**src/rtl/core/crtp_pkg.sv**
```systemverilog
// ============================================================================
// crtp_pkg
// Shared widths, codes and constants for the turn path core.
// ============================================================================
package crtp_pkg;

    localparam int POS_W   = 32;
    localparam int OFF_W   = 16;
    localparam int OFF_SH  = 12;
    localparam int STEP_W  = 17;
    localparam int CP_W    = 34;
    localparam int DF_W    = 35;
    localparam int SEG_W   = 33;
    localparam int SPAN_W  = 25;
    localparam int DEN_W   = 26;
    localparam int COEF_W  = 48;
    localparam int H_W     = 52;
    localparam int MP_W    = 36;
    localparam int PROD_W  = 72;
    localparam int SQ_W    = 68;
    localparam int ROOT_W  = 34;
    localparam int REM_W   = 37;
    localparam int NUM_W   = 64;
    localparam int FRAC_W  = 16;
    localparam int CNT_W   = 7;

    localparam logic [CNT_W-1:0] SQ_LAST = CNT_W'(ROOT_W - 1);
    localparam logic [CNT_W-1:0] DV_LAST = CNT_W'(NUM_W - 1);

    localparam logic [OFF_W-1:0] OFF_RESET = 16'd500;

    localparam logic OP_START = 1'b0;
    localparam logic OP_TICK  = 1'b1;

    localparam logic [1:0] DIR_LEFT  = 2'd1;
    localparam logic [1:0] DIR_RIGHT = 2'd2;

    localparam logic [1:0] ERR_OK   = 2'd0;
    localparam logic [1:0] ERR_DIR  = 2'd1;
    localparam logic [1:0] ERR_SPAN = 2'd2;
    localparam logic [1:0] ERR_IDLE = 2'd3;

    localparam logic [POS_W-1:0] SAT_MAX = 32'h7FFF_FFFF;
    localparam logic [POS_W-1:0] SAT_MIN = 32'h8000_0000;

    localparam logic [PROD_W-1:0] RND_HALF = PROD_W'(32768);

endpackage

```
**src/rtl/core/crtp_ifs.sv**
```systemverilog
// ============================================================================
// crtp_ifs
// Valid/ready channels of the turn path core: request, result, config.
// ============================================================================
interface crtp_req_if import crtp_pkg::*; ();
    logic                     valid;
    logic                     ready;
    logic                     op;
    logic signed [POS_W-1:0]  start_x;
    logic signed [POS_W-1:0]  start_y;
    logic signed [POS_W-1:0]  target_x;
    logic signed [POS_W-1:0]  target_y;
    logic signed [POS_W-1:0]  target_z;
    logic [1:0]               direction;
    logic [STEP_W-1:0]        tick_step;

    modport source (output valid, op, start_x, start_y, target_x, target_y, target_z,
                    direction, tick_step, input ready);
    modport sink   (input valid, op, start_x, start_y, target_x, target_y, target_z,
                    direction, tick_step, output ready);
endinterface

interface crtp_rsp_if import crtp_pkg::*; ();
    logic                     valid;
    logic                     ready;
    logic signed [POS_W-1:0]  out_x;
    logic signed [POS_W-1:0]  out_y;
    logic signed [POS_W-1:0]  out_z;
    logic                     finished;
    logic [1:0]               error;

    modport source (output valid, out_x, out_y, out_z, finished, error, input ready);
    modport sink   (input valid, out_x, out_y, out_z, finished, error, output ready);
endinterface

interface crtp_cfg_if import crtp_pkg::*; ();
    logic               valid;
    logic               ready;
    logic [OFF_W-1:0]   data;

    modport source (output valid, data, input ready);
    modport sink   (input valid, data, output ready);
endinterface

```
**src/rtl/core/catmull_rom_turn_path_core.sv**
```systemverilog
// ============================================================================
// catmull_rom_turn_path_core
// Centripetal Catmull-Rom turn path with bit-serial arithmetic.
// ============================================================================
// Channels: req (sink) takes start and tick items, rsp (source) gives one
// result item per request item, cfg (sink, always ready) writes the control
// point offset. Write cfg only while the core is idle.
// One item is worked on at a time; req.ready is high only when the core is
// idle. The result sits in an output register, so the next item is taken
// while a finished result still waits for rsp.ready.
// Work per item, accept to result valid:
//   direction and idle errors: no arithmetic.
//   tick: six shift-add multiplies (16-bit t, one bit per cycle),
//   one per Horner step and axis.
//   tick that ends the turn: no arithmetic, the goal point is given.
//   start: the one-bit-per-cycle square root (two per segment), the
//   squaring multiplies and eight restoring divides for the tangents.
// Reset returns the offset to 500 units and drops any active turn.
// A stalled rsp holds the result; the core keeps its next result internal
// until the output register is free.
// ============================================================================
module catmull_rom_turn_path_core import crtp_pkg::*; (
    input  logic          clk,
    input  logic          rst_n,
    crtp_req_if.sink      req,
    crtp_rsp_if.source    rsp,
    crtp_cfg_if.sink      cfg
);

    localparam logic [3:0] S_IDLE = 4'd0;
    localparam logic [3:0] S_SLD  = 4'd1;
    localparam logic [3:0] S_SQX  = 4'd2;
    localparam logic [3:0] S_SQY  = 4'd3;
    localparam logic [3:0] S_RT1  = 4'd4;
    localparam logic [3:0] S_RT2  = 4'd5;
    localparam logic [3:0] S_CHK  = 4'd6;
    localparam logic [3:0] S_QLD  = 4'd7;
    localparam logic [3:0] S_QMUL = 4'd8;
    localparam logic [3:0] S_QDIV = 4'd9;
    localparam logic [3:0] S_COEF = 4'd10;
    localparam logic [3:0] S_TLD  = 4'd11;
    localparam logic [3:0] S_TMUL = 4'd12;
    localparam logic [3:0] S_EMIT = 4'd13;

    // control
    logic [3:0]          state_reg, state_next;
    logic [1:0]          seg_reg, seg_next;
    logic                axis_reg, axis_next;
    logic [1:0]          qi_reg, qi_next;
    logic [1:0]          hs_reg, hs_next;
    logic [CNT_W-1:0]    cnt_reg, cnt_next;
    logic                active_reg, active_next;
    logic [STEP_W-1:0]   pp_reg, pp_next;
    logic [OFF_W-1:0]    off_reg, off_next;
    logic                out_valid_reg, out_valid_next;

    // latched item
    logic signed [POS_W-1:0] p1x_reg, p1y_reg, p2x_reg, p2y_reg, p2z_reg;
    logic [1:0]              dir_reg;
    logic [FRAC_W-1:0]       t_reg;

    // serial units
    logic [PROD_W-1:0]   mc_reg, acc_reg;
    logic [MP_W-1:0]     mp_reg;
    logic                neg_reg;
    logic [SQ_W-1:0]     sum_reg, sq_x_reg;
    logic [REM_W-1:0]    sq_rem_reg;
    logic [ROOT_W-1:0]   sq_root_reg;
    logic [NUM_W-1:0]    dv_num_reg, dv_q_reg;
    logic [DEN_W-1:0]    dv_den_reg, dv_rem_reg;

    // turn state
    logic [SPAN_W-1:0]        span_reg [3];
    logic signed [COEF_W-1:0] m1_reg, m2_reg;
    logic signed [COEF_W-1:0] coef_a_reg [2];
    logic signed [COEF_W-1:0] coef_b_reg [2];
    logic signed [COEF_W-1:0] coef_c_reg [2];
    logic signed [POS_W-1:0]  coef_d_reg [2];
    logic signed [POS_W-1:0]  goal_x_reg, goal_y_reg, goal_z_reg;
    logic signed [H_W-1:0]    h_reg;
    logic signed [POS_W-1:0]  res_x_reg;

    // pending and output item
    logic signed [POS_W-1:0]  pend_x_reg, pend_y_reg, pend_z_reg;
    logic                     pend_fin_reg;
    logic [1:0]               pend_err_reg;
    logic signed [POS_W-1:0]  out_x_reg, out_y_reg, out_z_reg;
    logic                     out_fin_reg;
    logic [1:0]               out_err_reg;

    // combinational
    logic                     dir_ok;
    logic [STEP_W:0]          t_sum;
    logic                     t_done;
    logic                     left;
    logic signed [CP_W-1:0]   off_w, p1x_w, p1y_w, p2x_w, p2y_w, p0x, p0y, p3y;
    logic signed [CP_W-1:0]   c0, c1, c2, c3, ca, cb;
    logic signed [DF_W-1:0]   base;
    logic [DF_W-1:0]          base_mag;
    logic signed [SEG_W-1:0]  d21x_s, d21y_s;
    logic [SEG_W-1:0]         seg_dx, seg_dy;
    logic [DEN_W-1:0]         den_sel;
    logic                     mul_done;
    logic [PROD_W-1:0]        acc_step;
    logic [REM_W-1:0]         sq_trial_rem, sq_trial, sq_rem_step;
    logic                     sq_ge;
    logic [ROOT_W-1:0]        sq_root_step;
    logic [DEN_W:0]           dv_trial, dv_diff;
    logic                     dv_ge;
    logic [DEN_W-1:0]         dv_rem_step;
    logic [NUM_W-1:0]         dv_q_step;
    logic signed [COEF_W-1:0] q_mag, q_s;
    logic signed [COEF_W-1:0] c1w, c2w, d12w, d21xw, d21yw, coef_a_new, coef_b_new;
    logic [H_W-1:0]           h_mag;
    logic [PROD_W-1:0]        acc_rnd;
    logic signed [H_W-1:0]    r_s, addend, h_new, a0_ext, a1_ext;
    logic signed [POS_W-1:0]  h_sat;
    logic                     span_zero;

    assign req.ready    = (state_reg == S_IDLE);
    assign cfg.ready    = 1'b1;
    assign rsp.valid    = out_valid_reg;
    assign rsp.out_x    = out_x_reg;
    assign rsp.out_y    = out_y_reg;
    assign rsp.out_z    = out_z_reg;
    assign rsp.finished = out_fin_reg;
    assign rsp.error    = out_err_reg;

    assign dir_ok = (req.direction == DIR_LEFT) || (req.direction == DIR_RIGHT);
    assign t_sum  = {1'b0, pp_reg} + {1'b0, req.tick_step};
    assign t_done = (t_sum[STEP_W:FRAC_W] != '0);

    // control points
    assign left  = (dir_reg == DIR_LEFT);
    assign off_w = CP_W'({off_reg, {OFF_SH{1'b0}}});
    assign p1x_w = {{(CP_W-POS_W){p1x_reg[POS_W-1]}}, p1x_reg};
    assign p1y_w = {{(CP_W-POS_W){p1y_reg[POS_W-1]}}, p1y_reg};
    assign p2x_w = {{(CP_W-POS_W){p2x_reg[POS_W-1]}}, p2x_reg};
    assign p2y_w = {{(CP_W-POS_W){p2y_reg[POS_W-1]}}, p2y_reg};
    assign p0x   = (p1x_reg <= p2x_reg) ? p1x_w - off_w : p1x_w + off_w;
    assign p0y   = left ? p1y_w + off_w : p1y_w - off_w;
    assign p3y   = left ? p2y_w - off_w : p2y_w + off_w;

    assign c0 = axis_reg ? p0y : p0x;
    assign c1 = axis_reg ? p1y_w : p1x_w;
    assign c2 = axis_reg ? p2y_w : p2x_w;
    assign c3 = axis_reg ? p3y : p2x_w;

    always_comb
    begin
        case (qi_reg)
            2'd0:    begin ca = c0; cb = c1; den_sel = DEN_W'(span_reg[0]); end
            2'd1:    begin ca = c0; cb = c2; den_sel = DEN_W'(span_reg[0]) + DEN_W'(span_reg[1]); end
            2'd2:    begin ca = c1; cb = c3; den_sel = DEN_W'(span_reg[1]) + DEN_W'(span_reg[2]); end
            default: begin ca = c2; cb = c3; den_sel = DEN_W'(span_reg[2]); end
        endcase
    end

    assign base     = {cb[CP_W-1], cb} - {ca[CP_W-1], ca};
    assign base_mag = base[DF_W-1] ? DF_W'(-base) : DF_W'(base);

    // segment lengths
    assign d21x_s = {p2x_reg[POS_W-1], p2x_reg} - {p1x_reg[POS_W-1], p1x_reg};
    assign d21y_s = {p2y_reg[POS_W-1], p2y_reg} - {p1y_reg[POS_W-1], p1y_reg};

    always_comb
    begin
        case (seg_reg)
            2'd0:    begin seg_dx = SEG_W'(off_w); seg_dy = SEG_W'(off_w); end
            2'd1:
            begin
                seg_dx = d21x_s[SEG_W-1] ? SEG_W'(-d21x_s) : SEG_W'(d21x_s);
                seg_dy = d21y_s[SEG_W-1] ? SEG_W'(-d21y_s) : SEG_W'(d21y_s);
            end
            default: begin seg_dx = '0; seg_dy = SEG_W'(off_w); end
        endcase
    end

    // shift-add multiplier
    assign mul_done = (mp_reg == '0);
    assign acc_step = acc_reg + (mp_reg[0] ? mc_reg : '0);

    // restoring square root, two radicand bits per step
    assign sq_trial_rem = {sq_rem_reg[REM_W-3:0], sq_x_reg[SQ_W-1 -: 2]};
    assign sq_trial     = {1'b0, sq_root_reg, 2'b01};
    assign sq_ge        = (sq_trial_rem >= sq_trial);
    assign sq_rem_step  = sq_ge ? sq_trial_rem - sq_trial : sq_trial_rem;
    assign sq_root_step = {sq_root_reg[ROOT_W-2:0], sq_ge};

    // restoring divider, one quotient bit per step
    assign dv_trial    = {dv_rem_reg, dv_num_reg[NUM_W-1]};
    assign dv_diff     = dv_trial - {1'b0, dv_den_reg};
    assign dv_ge       = (dv_trial >= {1'b0, dv_den_reg});
    assign dv_rem_step = dv_ge ? dv_diff[DEN_W-1:0] : dv_trial[DEN_W-1:0];
    assign dv_q_step   = {dv_q_reg[NUM_W-2:0], dv_ge};

    assign q_mag = COEF_W'(dv_q_step);
    assign q_s   = neg_reg ? -q_mag : q_mag;

    // coefficients
    assign c1w        = {{(COEF_W-CP_W){c1[CP_W-1]}}, c1};
    assign c2w        = {{(COEF_W-CP_W){c2[CP_W-1]}}, c2};
    assign d12w       = c1w - c2w;
    assign d21xw      = {{(COEF_W-SEG_W){d21x_s[SEG_W-1]}}, d21x_s};
    assign d21yw      = {{(COEF_W-SEG_W){d21y_s[SEG_W-1]}}, d21y_s};
    assign coef_a_new = (d12w <<< 1) + m1_reg + m2_reg;
    assign coef_b_new = -(d12w + (d12w <<< 1)) - (m1_reg <<< 1) - m2_reg;

    assign span_zero = (span_reg[0] == '0) || (span_reg[1] == '0) || (span_reg[2] == '0);

    // Horner step
    assign h_mag   = h_reg[H_W-1] ? H_W'(-h_reg) : H_W'(h_reg);
    assign acc_rnd = acc_reg + RND_HALF;
    assign r_s     = neg_reg ? -$signed(acc_rnd[H_W+FRAC_W-1:FRAC_W])
                             : $signed(acc_rnd[H_W+FRAC_W-1:FRAC_W]);
    assign a0_ext  = {{(H_W-COEF_W){coef_a_reg[0][COEF_W-1]}}, coef_a_reg[0]};
    assign a1_ext  = {{(H_W-COEF_W){coef_a_reg[1][COEF_W-1]}}, coef_a_reg[1]};

    always_comb
    begin
        case (hs_reg)
            2'd0:    addend = {{(H_W-COEF_W){coef_b_reg[axis_reg][COEF_W-1]}},
                               coef_b_reg[axis_reg]};
            2'd1:    addend = {{(H_W-COEF_W){coef_c_reg[axis_reg][COEF_W-1]}},
                               coef_c_reg[axis_reg]};
            default: addend = {{(H_W-POS_W){coef_d_reg[axis_reg][POS_W-1]}},
                               coef_d_reg[axis_reg]};
        endcase
    end

    assign h_new = r_s + addend;
    assign h_sat = ((&h_new[H_W-1:POS_W-1]) || !(|h_new[H_W-1:POS_W-1])) ? h_new[POS_W-1:0]
                 : (h_new[H_W-1] ? SAT_MIN : SAT_MAX);

    // sequencer
    always_comb
    begin
        state_next     = state_reg;
        seg_next       = seg_reg;
        axis_next      = axis_reg;
        qi_next        = qi_reg;
        hs_next        = hs_reg;
        cnt_next       = cnt_reg;
        active_next    = active_reg;
        pp_next        = pp_reg;
        off_next       = off_reg;
        out_valid_next = out_valid_reg;

        if (cfg.valid)
        begin
            off_next = cfg.data;
        end
        if (rsp.ready)
        begin
            out_valid_next = 1'b0;
        end

        case (state_reg)
            S_IDLE:
            begin
                if (req.valid)
                begin
                    axis_next = 1'b0;
                    if (req.op == OP_START)
                    begin
                        seg_next   = '0;
                        state_next = dir_ok ? S_SLD : S_EMIT;
                    end
                    else if (!active_reg)
                    begin
                        state_next = S_EMIT;
                    end
                    else if (t_done)
                    begin
                        pp_next     = '0;
                        active_next = 1'b0;
                        state_next  = S_EMIT;
                    end
                    else
                    begin
                        pp_next    = t_sum[STEP_W-1:0];
                        hs_next    = '0;
                        state_next = S_TLD;
                    end
                end
            end
            S_SLD:
            begin
                state_next = S_SQX;
            end
            S_SQX:
            begin
                if (mul_done)
                begin
                    state_next = S_SQY;
                end
            end
            S_SQY:
            begin
                if (mul_done)
                begin
                    cnt_next   = '0;
                    state_next = S_RT1;
                end
            end
            S_RT1:
            begin
                if (cnt_reg == SQ_LAST)
                begin
                    cnt_next   = '0;
                    state_next = S_RT2;
                end
                else
                begin
                    cnt_next = cnt_reg + 1'b1;
                end
            end
            S_RT2:
            begin
                if (cnt_reg == SQ_LAST)
                begin
                    cnt_next = '0;
                    if (seg_reg == 2'd2)
                    begin
                        state_next = S_CHK;
                    end
                    else
                    begin
                        seg_next   = seg_reg + 1'b1;
                        state_next = S_SLD;
                    end
                end
                else
                begin
                    cnt_next = cnt_reg + 1'b1;
                end
            end
            S_CHK:
            begin
                qi_next    = '0;
                state_next = span_zero ? S_EMIT : S_QLD;
            end
            S_QLD:
            begin
                state_next = S_QMUL;
            end
            S_QMUL:
            begin
                if (mul_done)
                begin
                    cnt_next   = '0;
                    state_next = S_QDIV;
                end
            end
            S_QDIV:
            begin
                if (cnt_reg == DV_LAST)
                begin
                    cnt_next = '0;
                    if (qi_reg == 2'd3)
                    begin
                        state_next = S_COEF;
                    end
                    else
                    begin
                        qi_next    = qi_reg + 1'b1;
                        state_next = S_QLD;
                    end
                end
                else
                begin
                    cnt_next = cnt_reg + 1'b1;
                end
            end
            S_COEF:
            begin
                if (axis_reg)
                begin
                    active_next = 1'b1;
                    pp_next     = '0;
                    state_next  = S_EMIT;
                end
                else
                begin
                    axis_next  = 1'b1;
                    qi_next    = '0;
                    state_next = S_QLD;
                end
            end
            S_TLD:
            begin
                state_next = S_TMUL;
            end
            S_TMUL:
            begin
                if (mul_done)
                begin
                    if (hs_reg == 2'd2)
                    begin
                        hs_next = '0;
                        if (axis_reg)
                        begin
                            state_next = S_EMIT;
                        end
                        else
                        begin
                            axis_next  = 1'b1;
                            state_next = S_TLD;
                        end
                    end
                    else
                    begin
                        hs_next    = hs_reg + 1'b1;
                        state_next = S_TLD;
                    end
                end
            end
            S_EMIT:
            begin
                if (!out_valid_reg || rsp.ready)
                begin
                    out_valid_next = 1'b1;
                    state_next     = S_IDLE;
                end
            end
            default:
            begin
                state_next = S_IDLE;
            end
        endcase
    end

    always_ff @(posedge clk or negedge rst_n)
    begin
        if (!rst_n)
        begin
            state_reg     <= S_IDLE;
            seg_reg       <= '0;
            axis_reg      <= 1'b0;
            qi_reg        <= '0;
            hs_reg        <= '0;
            cnt_reg       <= '0;
            active_reg    <= 1'b0;
            pp_reg        <= '0;
            off_reg       <= OFF_RESET;
            out_valid_reg <= 1'b0;
        end
        else
        begin
            state_reg     <= state_next;
            seg_reg       <= seg_next;
            axis_reg      <= axis_next;
            qi_reg        <= qi_next;
            hs_reg        <= hs_next;
            cnt_reg       <= cnt_next;
            active_reg    <= active_next;
            pp_reg        <= pp_next;
            off_reg       <= off_next;
            out_valid_reg <= out_valid_next;
        end
    end

    // datapath
    always_ff @(posedge clk)
    begin
        case (state_reg)
            S_IDLE:
            begin
                if (req.valid)
                begin
                    p1x_reg <= req.start_x;
                    p1y_reg <= req.start_y;
                    p2x_reg <= req.target_x;
                    p2y_reg <= req.target_y;
                    p2z_reg <= req.target_z;
                    dir_reg <= req.direction;
                    t_reg   <= t_sum[FRAC_W-1:0];
                    h_reg   <= a0_ext;
                    pend_x_reg   <= '0;
                    pend_y_reg   <= '0;
                    pend_z_reg   <= '0;
                    pend_fin_reg <= 1'b0;
                    pend_err_reg <= ERR_OK;
                    if (req.op == OP_START)
                    begin
                        if (!dir_ok)
                        begin
                            pend_err_reg <= ERR_DIR;
                        end
                    end
                    else if (!active_reg)
                    begin
                        pend_err_reg <= ERR_IDLE;
                    end
                    else if (t_done)
                    begin
                        pend_x_reg   <= goal_x_reg;
                        pend_y_reg   <= goal_y_reg;
                        pend_z_reg   <= goal_z_reg;
                        pend_fin_reg <= 1'b1;
                    end
                end
            end
            S_SLD:
            begin
                mc_reg  <= PROD_W'(seg_dx);
                mp_reg  <= MP_W'(seg_dx);
                acc_reg <= '0;
            end
            S_SQX:
            begin
                if (mul_done)
                begin
                    sum_reg <= acc_reg[SQ_W-1:0];
                    mc_reg  <= PROD_W'(seg_dy);
                    mp_reg  <= MP_W'(seg_dy);
                    acc_reg <= '0;
                end
                else
                begin
                    acc_reg <= acc_step;
                    mc_reg  <= mc_reg << 1;
                    mp_reg  <= mp_reg >> 1;
                end
            end
            S_SQY:
            begin
                if (mul_done)
                begin
                    sq_x_reg    <= sum_reg + acc_reg[SQ_W-1:0];
                    sq_rem_reg  <= '0;
                    sq_root_reg <= '0;
                end
                else
                begin
                    acc_reg <= acc_step;
                    mc_reg  <= mc_reg << 1;
                    mp_reg  <= mp_reg >> 1;
                end
            end
            S_RT1:
            begin
                if (cnt_reg == SQ_LAST)
                begin
                    // second root works on L in Q.16
                    sq_x_reg    <= {{(SQ_W-ROOT_W-FRAC_W){1'b0}}, sq_root_step, {FRAC_W{1'b0}}};
                    sq_rem_reg  <= '0;
                    sq_root_reg <= '0;
                end
                else
                begin
                    sq_x_reg    <= sq_x_reg << 2;
                    sq_rem_reg  <= sq_rem_step;
                    sq_root_reg <= sq_root_step;
                end
            end
            S_RT2:
            begin
                sq_x_reg    <= sq_x_reg << 2;
                sq_rem_reg  <= sq_rem_step;
                sq_root_reg <= sq_root_step;
                if (cnt_reg == SQ_LAST)
                begin
                    span_reg[seg_reg] <= sq_root_step[SPAN_W-1:0];
                end
            end
            S_CHK:
            begin
                m1_reg <= d21xw;
                m2_reg <= d21xw;
                if (span_zero)
                begin
                    pend_err_reg <= ERR_SPAN;
                end
            end
            S_QLD:
            begin
                mc_reg  <= PROD_W'(base_mag);
                mp_reg  <= MP_W'(span_reg[1]);
                acc_reg <= '0;
                neg_reg <= base[DF_W-1];
            end
            S_QMUL:
            begin
                if (mul_done)
                begin
                    dv_num_reg <= acc_reg[NUM_W-1:0] + NUM_W'(den_sel >> 1);
                    dv_den_reg <= den_sel;
                    dv_rem_reg <= '0;
                    dv_q_reg   <= '0;
                end
                else
                begin
                    acc_reg <= acc_step;
                    mc_reg  <= mc_reg << 1;
                    mp_reg  <= mp_reg >> 1;
                end
            end
            S_QDIV:
            begin
                dv_num_reg <= dv_num_reg << 1;
                dv_rem_reg <= dv_rem_step;
                dv_q_reg   <= dv_q_step;
                if (cnt_reg == DV_LAST)
                begin
                    case (qi_reg)
                        2'd0:    m1_reg <= m1_reg + q_s;
                        2'd1:    m1_reg <= m1_reg - q_s;
                        2'd2:    m2_reg <= m2_reg - q_s;
                        default: m2_reg <= m2_reg + q_s;
                    endcase
                end
            end
            S_COEF:
            begin
                coef_a_reg[axis_reg] <= coef_a_new;
                coef_b_reg[axis_reg] <= coef_b_new;
                coef_c_reg[axis_reg] <= m1_reg;
                coef_d_reg[axis_reg] <= c1[POS_W-1:0];
                if (axis_reg)
                begin
                    goal_x_reg <= p2x_reg;
                    goal_y_reg <= p2y_reg;
                    goal_z_reg <= p2z_reg;
                    pend_x_reg <= p1x_reg;
                    pend_y_reg <= p1y_reg;
                    pend_z_reg <= p2z_reg;
                end
                else
                begin
                    m1_reg <= d21yw;
                    m2_reg <= d21yw;
                end
            end
            S_TLD:
            begin
                mc_reg  <= PROD_W'(h_mag);
                mp_reg  <= MP_W'(t_reg);
                acc_reg <= '0;
                neg_reg <= h_reg[H_W-1];
            end
            S_TMUL:
            begin
                if (mul_done)
                begin
                    if (hs_reg == 2'd2)
                    begin
                        if (axis_reg)
                        begin
                            pend_x_reg <= res_x_reg;
                            pend_y_reg <= h_sat;
                            pend_z_reg <= goal_z_reg;
                        end
                        else
                        begin
                            res_x_reg <= h_sat;
                            h_reg     <= a1_ext;
                        end
                    end
                    else
                    begin
                        h_reg <= h_new;
                    end
                end
                else
                begin
                    acc_reg <= acc_step;
                    mc_reg  <= mc_reg << 1;
                    mp_reg  <= mp_reg >> 1;
                end
            end
            S_EMIT:
            begin
                if (!out_valid_reg || rsp.ready)
                begin
                    out_x_reg   <= pend_x_reg;
                    out_y_reg   <= pend_y_reg;
                    out_z_reg   <= pend_z_reg;
                    out_fin_reg <= pend_fin_reg;
                    out_err_reg <= pend_err_reg;
                end
            end
            default:
            begin
            end
        endcase
    end

endmodule

```
**src/flat_wrapper.sv**
```systemverilog
// flat-port wrapper written by rule: the top's interface ports become plain ports
module catmull_rom_turn_path_core_flat import crtp_pkg::*;
  (clk, rst_n, req_valid, req_op, req_start_x, req_start_y, req_target_x, req_target_y, req_target_z, req_direction, req_tick_step, req_ready, rsp_valid, rsp_out_x, rsp_out_y, rsp_out_z, rsp_finished, rsp_error, rsp_ready, cfg_valid, cfg_data, cfg_ready);
  crtp_req_if req_i ();
  crtp_rsp_if rsp_i ();
  crtp_cfg_if cfg_i ();
  input  logic clk;
  input  logic rst_n;
  input wire logic [$bits(req_i.valid)-1:0] req_valid;
  input wire logic [$bits(req_i.op)-1:0] req_op;
  input wire logic [$bits(req_i.start_x)-1:0] req_start_x;
  input wire logic [$bits(req_i.start_y)-1:0] req_start_y;
  input wire logic [$bits(req_i.target_x)-1:0] req_target_x;
  input wire logic [$bits(req_i.target_y)-1:0] req_target_y;
  input wire logic [$bits(req_i.target_z)-1:0] req_target_z;
  input wire logic [$bits(req_i.direction)-1:0] req_direction;
  input wire logic [$bits(req_i.tick_step)-1:0] req_tick_step;
  output wire logic [$bits(req_i.ready)-1:0] req_ready;
  output wire logic [$bits(rsp_i.valid)-1:0] rsp_valid;
  output wire logic [$bits(rsp_i.out_x)-1:0] rsp_out_x;
  output wire logic [$bits(rsp_i.out_y)-1:0] rsp_out_y;
  output wire logic [$bits(rsp_i.out_z)-1:0] rsp_out_z;
  output wire logic [$bits(rsp_i.finished)-1:0] rsp_finished;
  output wire logic [$bits(rsp_i.error)-1:0] rsp_error;
  input wire logic [$bits(rsp_i.ready)-1:0] rsp_ready;
  input wire logic [$bits(cfg_i.valid)-1:0] cfg_valid;
  input wire logic [$bits(cfg_i.data)-1:0] cfg_data;
  output wire logic [$bits(cfg_i.ready)-1:0] cfg_ready;
  assign req_i.valid = req_valid;
  assign req_i.op = req_op;
  assign req_i.start_x = req_start_x;
  assign req_i.start_y = req_start_y;
  assign req_i.target_x = req_target_x;
  assign req_i.target_y = req_target_y;
  assign req_i.target_z = req_target_z;
  assign req_i.direction = req_direction;
  assign req_i.tick_step = req_tick_step;
  assign req_ready = req_i.ready;
  assign rsp_valid = rsp_i.valid;
  assign rsp_out_x = rsp_i.out_x;
  assign rsp_out_y = rsp_i.out_y;
  assign rsp_out_z = rsp_i.out_z;
  assign rsp_finished = rsp_i.finished;
  assign rsp_error = rsp_i.error;
  assign rsp_i.ready = rsp_ready;
  assign cfg_i.valid = cfg_valid;
  assign cfg_i.data = cfg_data;
  assign cfg_ready = cfg_i.ready;
  catmull_rom_turn_path_core u_core (.clk(clk), .rst_n(rst_n), .req(req_i), .rsp(rsp_i), .cfg(cfg_i));
endmodule
```
**config.mk**
```make
export PLATFORM = sky130hd
export DESIGN_NAME = catmull_rom_turn_path_core_flat
export DESIGN_NICKNAME = d
export VERILOG_FILES = /design/src/rtl/core/crtp_pkg.sv /design/src/rtl/core/crtp_ifs.sv /design/src/rtl/core/catmull_rom_turn_path_core.sv /design/src/flat_wrapper.sv
export SDC_FILE = /design/constraint.sdc
export NUM_CORES = 2
export LEC_CHECK = 0
export BUFFER_PORTS_ARGS = -buffer_cell sky130_fd_sc_hd__buf_2
export CORE_MARGIN = 1
export CORE_UTILIZATION = 40
export DETAILED_ROUTE_END_ITERATION = 10
export HOLD_SLACK_MARGIN = 0.15
export PLACE_DENSITY = 0.54
export SLEW_MARGIN = 40
export SYNTH_ARGS = -nofsm -noshare
export SYNTH_HDL_FRONTEND = slang
export SYNTH_SLANG_ARGS = --single-unit
```
**constraint.sdc**
```tcl
create_clock -name clk -period 20.4 [get_ports clk]
set_input_delay 4.08 -clock clk [delete_from_list [all_inputs] [get_ports clk]]
set_output_delay 4.08 -clock clk [all_outputs]
set_load 0.1 [all_outputs]
```
# ---- Word level (Yosys, flattened, before mapping)
# Memories as Yosys holds them, arrays and structs flattened.
# Cells that the tools add are included.
dict set report word_totals {
  mem_count 5
  mem_bits_rw 427
  word_cells 363
  in_bits 201
  latch_bits 0
  reg_bits 1254
  output_inout_bits 102
  rom_bits 0
}
dict set report op_classes {
  add_sub_neg 40
  shifts 0
  div_mod_pow 0
  mul 0
  bitwise_logic 1
  reduce_logical 59
  n_lt_le_gt_ge 3
  n_eq_ne 50
  muxes 159
}
# name words width rd rd_ports_with_merged_regs write_ports line_no
set mem_list {}
lappend mem_list {u_core.coef_a_reg 2 48 2 0 1 catmull_rom_turn_path_core.sv:75} ;# logic signed [COEF_W-1:0] coef_a_reg [2];
lappend mem_list {u_core.coef_b_reg 2 48 1 0 1 catmull_rom_turn_path_core.sv:76} ;# logic signed [COEF_W-1:0] coef_b_reg [2];
lappend mem_list {u_core.coef_c_reg 2 48 1 0 1 catmull_rom_turn_path_core.sv:77} ;# logic signed [COEF_W-1:0] coef_c_reg [2];
lappend mem_list {u_core.span_reg 3 25 3 0 1 catmull_rom_turn_path_core.sv:73} ;# logic [SPAN_W-1:0] span_reg [3];
lappend mem_list {u_core.coef_d_reg 2 32 1 0 1 catmull_rom_turn_path_core.sv:78} ;# logic signed [POS_W-1:0] coef_d_reg [2];
# op n
set op_table {}
lappend op_table {{$mux W32} 26}
lappend op_table {{$mux W72} 5}
lappend op_table {{$pmux W72 S5} 1}
lappend op_table {{$mux W52} 6}
lappend op_table {{$mux W34} 9}
lappend op_table {{$pmux W32 S3} 3}
lappend op_table {{$pmux W48 S3} 2}
lappend op_table {{$add A48 B48 Y48} 5}
lappend op_table {{$pmux W72 S3} 1}
lappend op_table {{$pmux W52 S2} 2}
lappend op_table {{$pmux W68 S3} 1}
lappend op_table {{$mux W48} 4}
lappend op_table {{$pmux W48 S2} 2}
lappend op_table {{$sub A48 B48 Y48} 4}
lappend op_table {{$pmux W36 S5} 1}
lappend op_table {{$mux W35} 5}
lappend op_table {{$mux W68} 2}
lappend op_table {{$pmux W34 S2} 2}
lappend op_table {{$pmux W64 S2} 1}
lappend op_table {{$pmux W35 S3} 1}
lappend op_table {{$neg A52 Y52} 2}
lappend op_table {{$pmux W34 S3} 1}
lappend op_table {{$add A32 B29 Y33} 3}
lappend op_table {{$mux W33} 3}
lappend op_table {{72 further kinds} 220}

# ---- Depth between registers and ports, before layout
dict set report depth {
  depth_word 12
  ltp_mapped 42
  mapped_depth_nobuf 38
}

# ---- Worst setup path before layout
# OpenSTA, ideal clock, no wires.
dict set report synth_timing {
  path_kind {input-to-reg}
  start {input port req_valid}
  end {register u_core.pend_x_reg[0] (enable)}
  t_arrival_ps 11180
  setup_ps 693
  path_buffers 0
  required_time_ps 19707
  slack_ps 8527
  path_stages 2
  path_cell_list {nor2_1 > a211oi_1}
}
dict set report synth_via {
  elab_chain_len 2
}
# element line_no
set synth_lines {}
lappend synth_lines {{start: declaration} flat_wrapper.sv:9} ;# input wire logic [$bits(req_i.valid)-1:0] req_valid;
lappend synth_lines {{$ne A2 B2 Y1 (no line)} -}
lappend synth_lines {{$reduce_and A6 Y1 (no line)} -}
lappend synth_lines {{end signal: assignment} catmull_rom_turn_path_core.sv:497} ;# pend_x_reg <= goal_x_reg;
lappend synth_lines {{end signal: assignment} catmull_rom_turn_path_core.sv:625} ;# pend_x_reg <= p1x_reg;
lappend synth_lines {{end signal: assignment} catmull_rom_turn_path_core.sv:650} ;# pend_x_reg <= res_x_reg;
lappend synth_lines {{end: declaration} catmull_rom_turn_path_core.sv:84} ;# logic signed [POS_W-1:0] pend_x_reg, pend_y_reg, pend_z_reg;
# Every way passes these cells.
# A chain may end at the register's enable or synchronous reset.

# ---- Worst setup path after layout
dict set report layout_timing {
  start {register u_core.p1x_reg[9]}
  end {register u_core.mc_reg[33], data pin}
}
dict set report layout_via {
  elab_chain_len 8
  word_cells_on_any_way 12
  cone_classes {4 x add/sub; 1 x order compare; 7 x mux}
}
# element line_no
set layout_lines {}
lappend layout_lines {{start: declaration} catmull_rom_turn_path_core.sv:58} ;# logic signed [POS_W-1:0] p1x_reg, p1y_reg, p2x_reg, p2y_reg, p2z_reg;
lappend layout_lines {{start signal: assignment} catmull_rom_turn_path_core.sv:471} ;# p1x_reg <= req.start_x;
lappend layout_lines {{$add A32 B29 Y33 (tied with other cells)} catmull_rom_turn_path_core.sv:140} ;# assign p0x = (p1x_reg <= p2x_reg) ? p1x_w - off_w : p1x_w + off_w;
lappend layout_lines {{$mux W34} catmull_rom_turn_path_core.sv:140}
lappend layout_lines {{$mux W34} catmull_rom_turn_path_core.sv:144} ;# assign c0 = axis_reg ? p0y : p0x;
lappend layout_lines {{$pmux W34 S2} catmull_rom_turn_path_core.sv:151} ;# case (qi_reg)
lappend layout_lines {{$sub A34 B34 Y35 *} catmull_rom_turn_path_core.sv:159} ;# assign base = {cb[CP_W-1], cb} - {ca[CP_W-1], ca};
lappend layout_lines {{$neg A35 Y35} catmull_rom_turn_path_core.sv:160} ;# assign base_mag = base[DF_W-1] ? DF_W'(-base) : DF_W'(base);
lappend layout_lines {{$mux W35 *} catmull_rom_turn_path_core.sv:160}
lappend layout_lines {{$pmux W72 S5 *} catmull_rom_turn_path_core.sv:466} ;# case (state_reg)
lappend layout_lines {{end signal: assignment} catmull_rom_turn_path_core.sv:506} ;# mc_reg <= PROD_W'(seg_dx);
lappend layout_lines {{end signal: assignment} catmull_rom_turn_path_core.sv:515} ;# mc_reg <= PROD_W'(seg_dy);
lappend layout_lines {{end signal: assignment} catmull_rom_turn_path_core.sv:522} ;# mc_reg <= mc_reg << 1;
lappend layout_lines {{end: declaration} catmull_rom_turn_path_core.sv:63} ;# logic [PROD_W-1:0] mc_reg, acc_reg;
# Every way passes the cells marked *; elsewhere a longest branch is shown, timed or not.

==> flow_summary.json <==
{
  "regArea_um2": 49900,
  "met3_usage_pct": 5.16,
  "yosys_warnings": 0,
  "grtUsageMet1_pct": 41.9,
  "die_h_um": 538,
  "grt.busiest_layer": "met2",
  "fin_crit_ps": 10640,
  "clock_latency_ps": 910,
  "setup_viol": 0,
  "synth_area_per_cell_um2": 10.1,
  "crit_path_start": "u_core.p1x_reg[9]",
  "crit_slowest_cell": "o31ai_1",
  "synth_top_family_by_area": "compound AO/OA/AOI/OAI gates",
  "min_from": "u_core.pend_y_reg[31]",
  "grt_max_degree": 82,
  "hold_class": "flop to flop",
  "area_growth_pct": 12.3,
  "cts_setup_buffers": 0,
  "post_drt_wl_per_cell_um": 29.1,
  "synth_mux_area_share_pct": 2.56,
  "worstSetupStartpointType": "flop",
  "relSlewSlack_pct": 32.2,
  "synthXorXnorAreaFrac_pct": 7.90,
  "ys_seq_area_share_pct": 43.4,
  "synth_seq_cells": 1670,
  "clockRootBuffer": "clkbuf_16",
  "hpwlAfterDp_um": 354000,
  "fin_ws_ps": 9760,
  "vias": 94511,
  "dp.cells": 15167,
  "crit_arrival_ps": 11240,
  "initial_core_util_pct": 40.3,
  "synth_cells": 11360,
  "cp_max_fo": 20,
  "cts_max_level": 4,
  "vias_per_cell": 6.07,
  "max_freq_mhz": 94.0,
  "maxCapViolations": 0,
  "rr_endpoint": "u_core.mc_reg[33]",
  "tns_ps": 0,
  "rows": 196,
  "hold_path_end": "u_core.rsp.out_y[31]",
  "first_global_vias": 90248,
  "synth_async_sr_flop_share_pct": 3.17,
  "slowest_delay_ps": 730,
  "netlist_area_um2": 115000,
  "antenna_found_initial": 47,
  "worstSetupEndpointType": "flop",
  "num_io_pins": 303,
  "wirelength_um": 453000,
  "worstRegToRegCells": 36,
  "cts_tree": "built",
  "synth_compound_area_share_pct": 17.8,
  "postRouteAntennaNets": 0,
  "path_clk_slew_ps": 70,
  "fill_cells": 26903,
  "instances_no_fill": 15569,
  "path_class": "flop to flop",
  "status": "completed",
  "synth_flop_cell": "edfxtp_1",
  "drt_iter0_drc": 10764,
  "reg2reg_from": "u_core.p1x_reg[9]",
  "synth_fp_nets": 12472,
  "hold_path_depth": 0,
  "synth-edff-count": 1617,
  "firstDrtPassIters": 9,
  "cts_resized": 0,
  "dp_slack_ps": 9820,
  "cts_num_sinks": 1670,
  "cts_buffers": 202,
  "rsz0062_at_grt": "false",
  "grt-ovfl-total": 0,
  "finalCritPeriodShare_pct": 52.2,
  "drive_above_1_share_pct": 10.3,
  "multi_input_area_um2": 61400,
  "post-route-drc-count": 0,
  "die-width_um": 538,
  "worst_pin_slew_ps": 1010,
  "clk_path_buf_depth": 4,
  "fin_nets": 12727,
  "grt.total_usage_pct": 30.6,
  "timing.final.max_slew_violations": 0,
  "core_um2": 285000,
  "postCtsHoldBufs": 0,
  "grtUsageMet2_pct": 47.8,
  "grt_pass1_wl_um": 645000,
  "dieArea_um2": 289000,
  "hold_viol": 0,
  "finalClockSkew_ps": 52.5,
  "r2r_slack_ps": 9760,
  "yosys.area_share.simple_pct": 13.5,
  "synthDistinctLibCells": 102,
  "gp_congestion": 0.997,
  "required_ps": 21000,
  "synth_fa_ha_area_share_pct": 10.9,
  "io_buffers": 301
}
-- worst max path at each step --
stage / endpoint / slack [ps]
final: u_core.mc_reg[33] / 9760
after global routing: u_core.m2_reg[45] / 9240
after CTS: u_core.m2_reg[45] / 9780
after detailed placement: u_core.m2_reg[45] / 9820
after global placement: u_core.m2_reg[45] / 9880
after floorplan: u_core.pend_x_reg[0] / 8530
-- placed cells by master (no fill, tap or decap), types with 83 or more instances in the layout --
| master | instances |
|---|---|
| nand2_1 | 908 |
| o31ai_1 | 108 |
| inv_1 | 724 |
| nand2b_1 | 113 |
| mux2_2 | 135 |
| a31oi_1 | 143 |
| xnor2_1 | 545 |
| nor2b_1 | 133 |
| or3_1 | 83 |
| nand3_1 | 202 |
| and2_1 | 167 |
| a22oi_1 | 116 |
| buf_4 | 172 |
| and3_1 | 159 |
| nor2_1 | 841 |
| o21ai_0 | 741 |
| a21o_1 | 337 |
| buf_2 | 301 |
| ha_1 | 752 |
| fa_1 | 155 |
| edfxtp_1 | 1617 |
| xor2_1 | 461 |
| o21a_1 | 99 |
| a21oi_1 | 733 |
| nor3_1 | 171 |
| clkbuf_16 | 206 |
| nand4_1 | 104 |
-- synthesized netlist by cell type, drive strengths merged, types with 75 or more instances --
master / number / share of area, %
a222oi: 75 / 0.65
xor2: 467 / 3.6
clkbuf: 394 / 1.3
and2: 170 / 0.93
a21o: 337 / 2.2
nor2: 854 / 2.8
o21a: 99 / 0.65
or3: 87 / 0.49
a31oi: 146 / 0.80
nand3: 204 / 0.89
edfxtp: 1617 / 42
a21oi: 740 / 3.2
o21bai: 75 / 0.49
nor2b: 137 / 0.75
nand2b: 116 / 0.63
mux2: 135 / 1.3
xnor2: 565 / 4.3
ha: 756 / 8.2
o31ai: 111 / 0.73
nand2: 910 / 3.0
a211oi: 81 / 0.53
and3: 164 / 0.89
fa: 155 / 2.7
o21ai: 769 / 3.4
nand4: 104 / 0.57
a22oi: 118 / 0.77
nor3: 177 / 0.77
inv: 728 / 2.4
-- stage by stage --
step                area [µm²]  hold slack (ps)  utilization (%)
floorplan               115000              400                -
global placement        121000              403             42.5
detailed placement      122000              405             42.7
CTS                     129000              410             45.1
global route            129000              414             45.2
finish                  129000              415             45.2
-- cell families (layout without fill, tap and decap cells) --
| kind of cell | count (synthesis) | after routing |
|---|---|---|
| xor+xnor | 1033 | 1033 |
| buf+inv | 1178 | 1603 |
| simple gates | 3196 | 3196 |
| flops | 1670 | 1670 |
| other cells | 1 | 23 |
| fa+ha+maj | 911 | 911 |
| mux | 237 | 237 |
| compound gates | 3134 | 3134 |
-- layout make-up --
| cell class | count | share of cell area [%] |
|---|---|---|
| timing repair buffer | 500 | 2.45 |
| tap | 3762 | 3.65 |
| multi-input combinational | 8512 | 47.6 |
| antenna | 22 | 0.0427 |
| inverter | 729 | 2.14 |
| clock buffer | 247 | 4.20 |
| clock inverter | 127 | 1.23 |
| sequential | 1670 | 38.7 |
-- worst max-delay path, delay by kind of cell (launching register included) --
kind / cells / cell delay (ps)
AOI/OAI and AO/OA: 20 / 5310
and+or+nand+nor: 8 / 2040
adders and majority gates: 3 / 1060
xor gates and xnor gates: 3 / 960
buffers and inverters: 2 / 480
DFF: 1 / 420
-- metal layers --
layer,up-vias,part of all wire [%]
li1,42594,-
met1,47276,44
met2,3899,44
met3,714,7.6
met4,28,4.4
met5,-,0.039
Power is not shown: default switching activity piles up to over one toggle a cycle in this logic, so the estimate is an artifact.
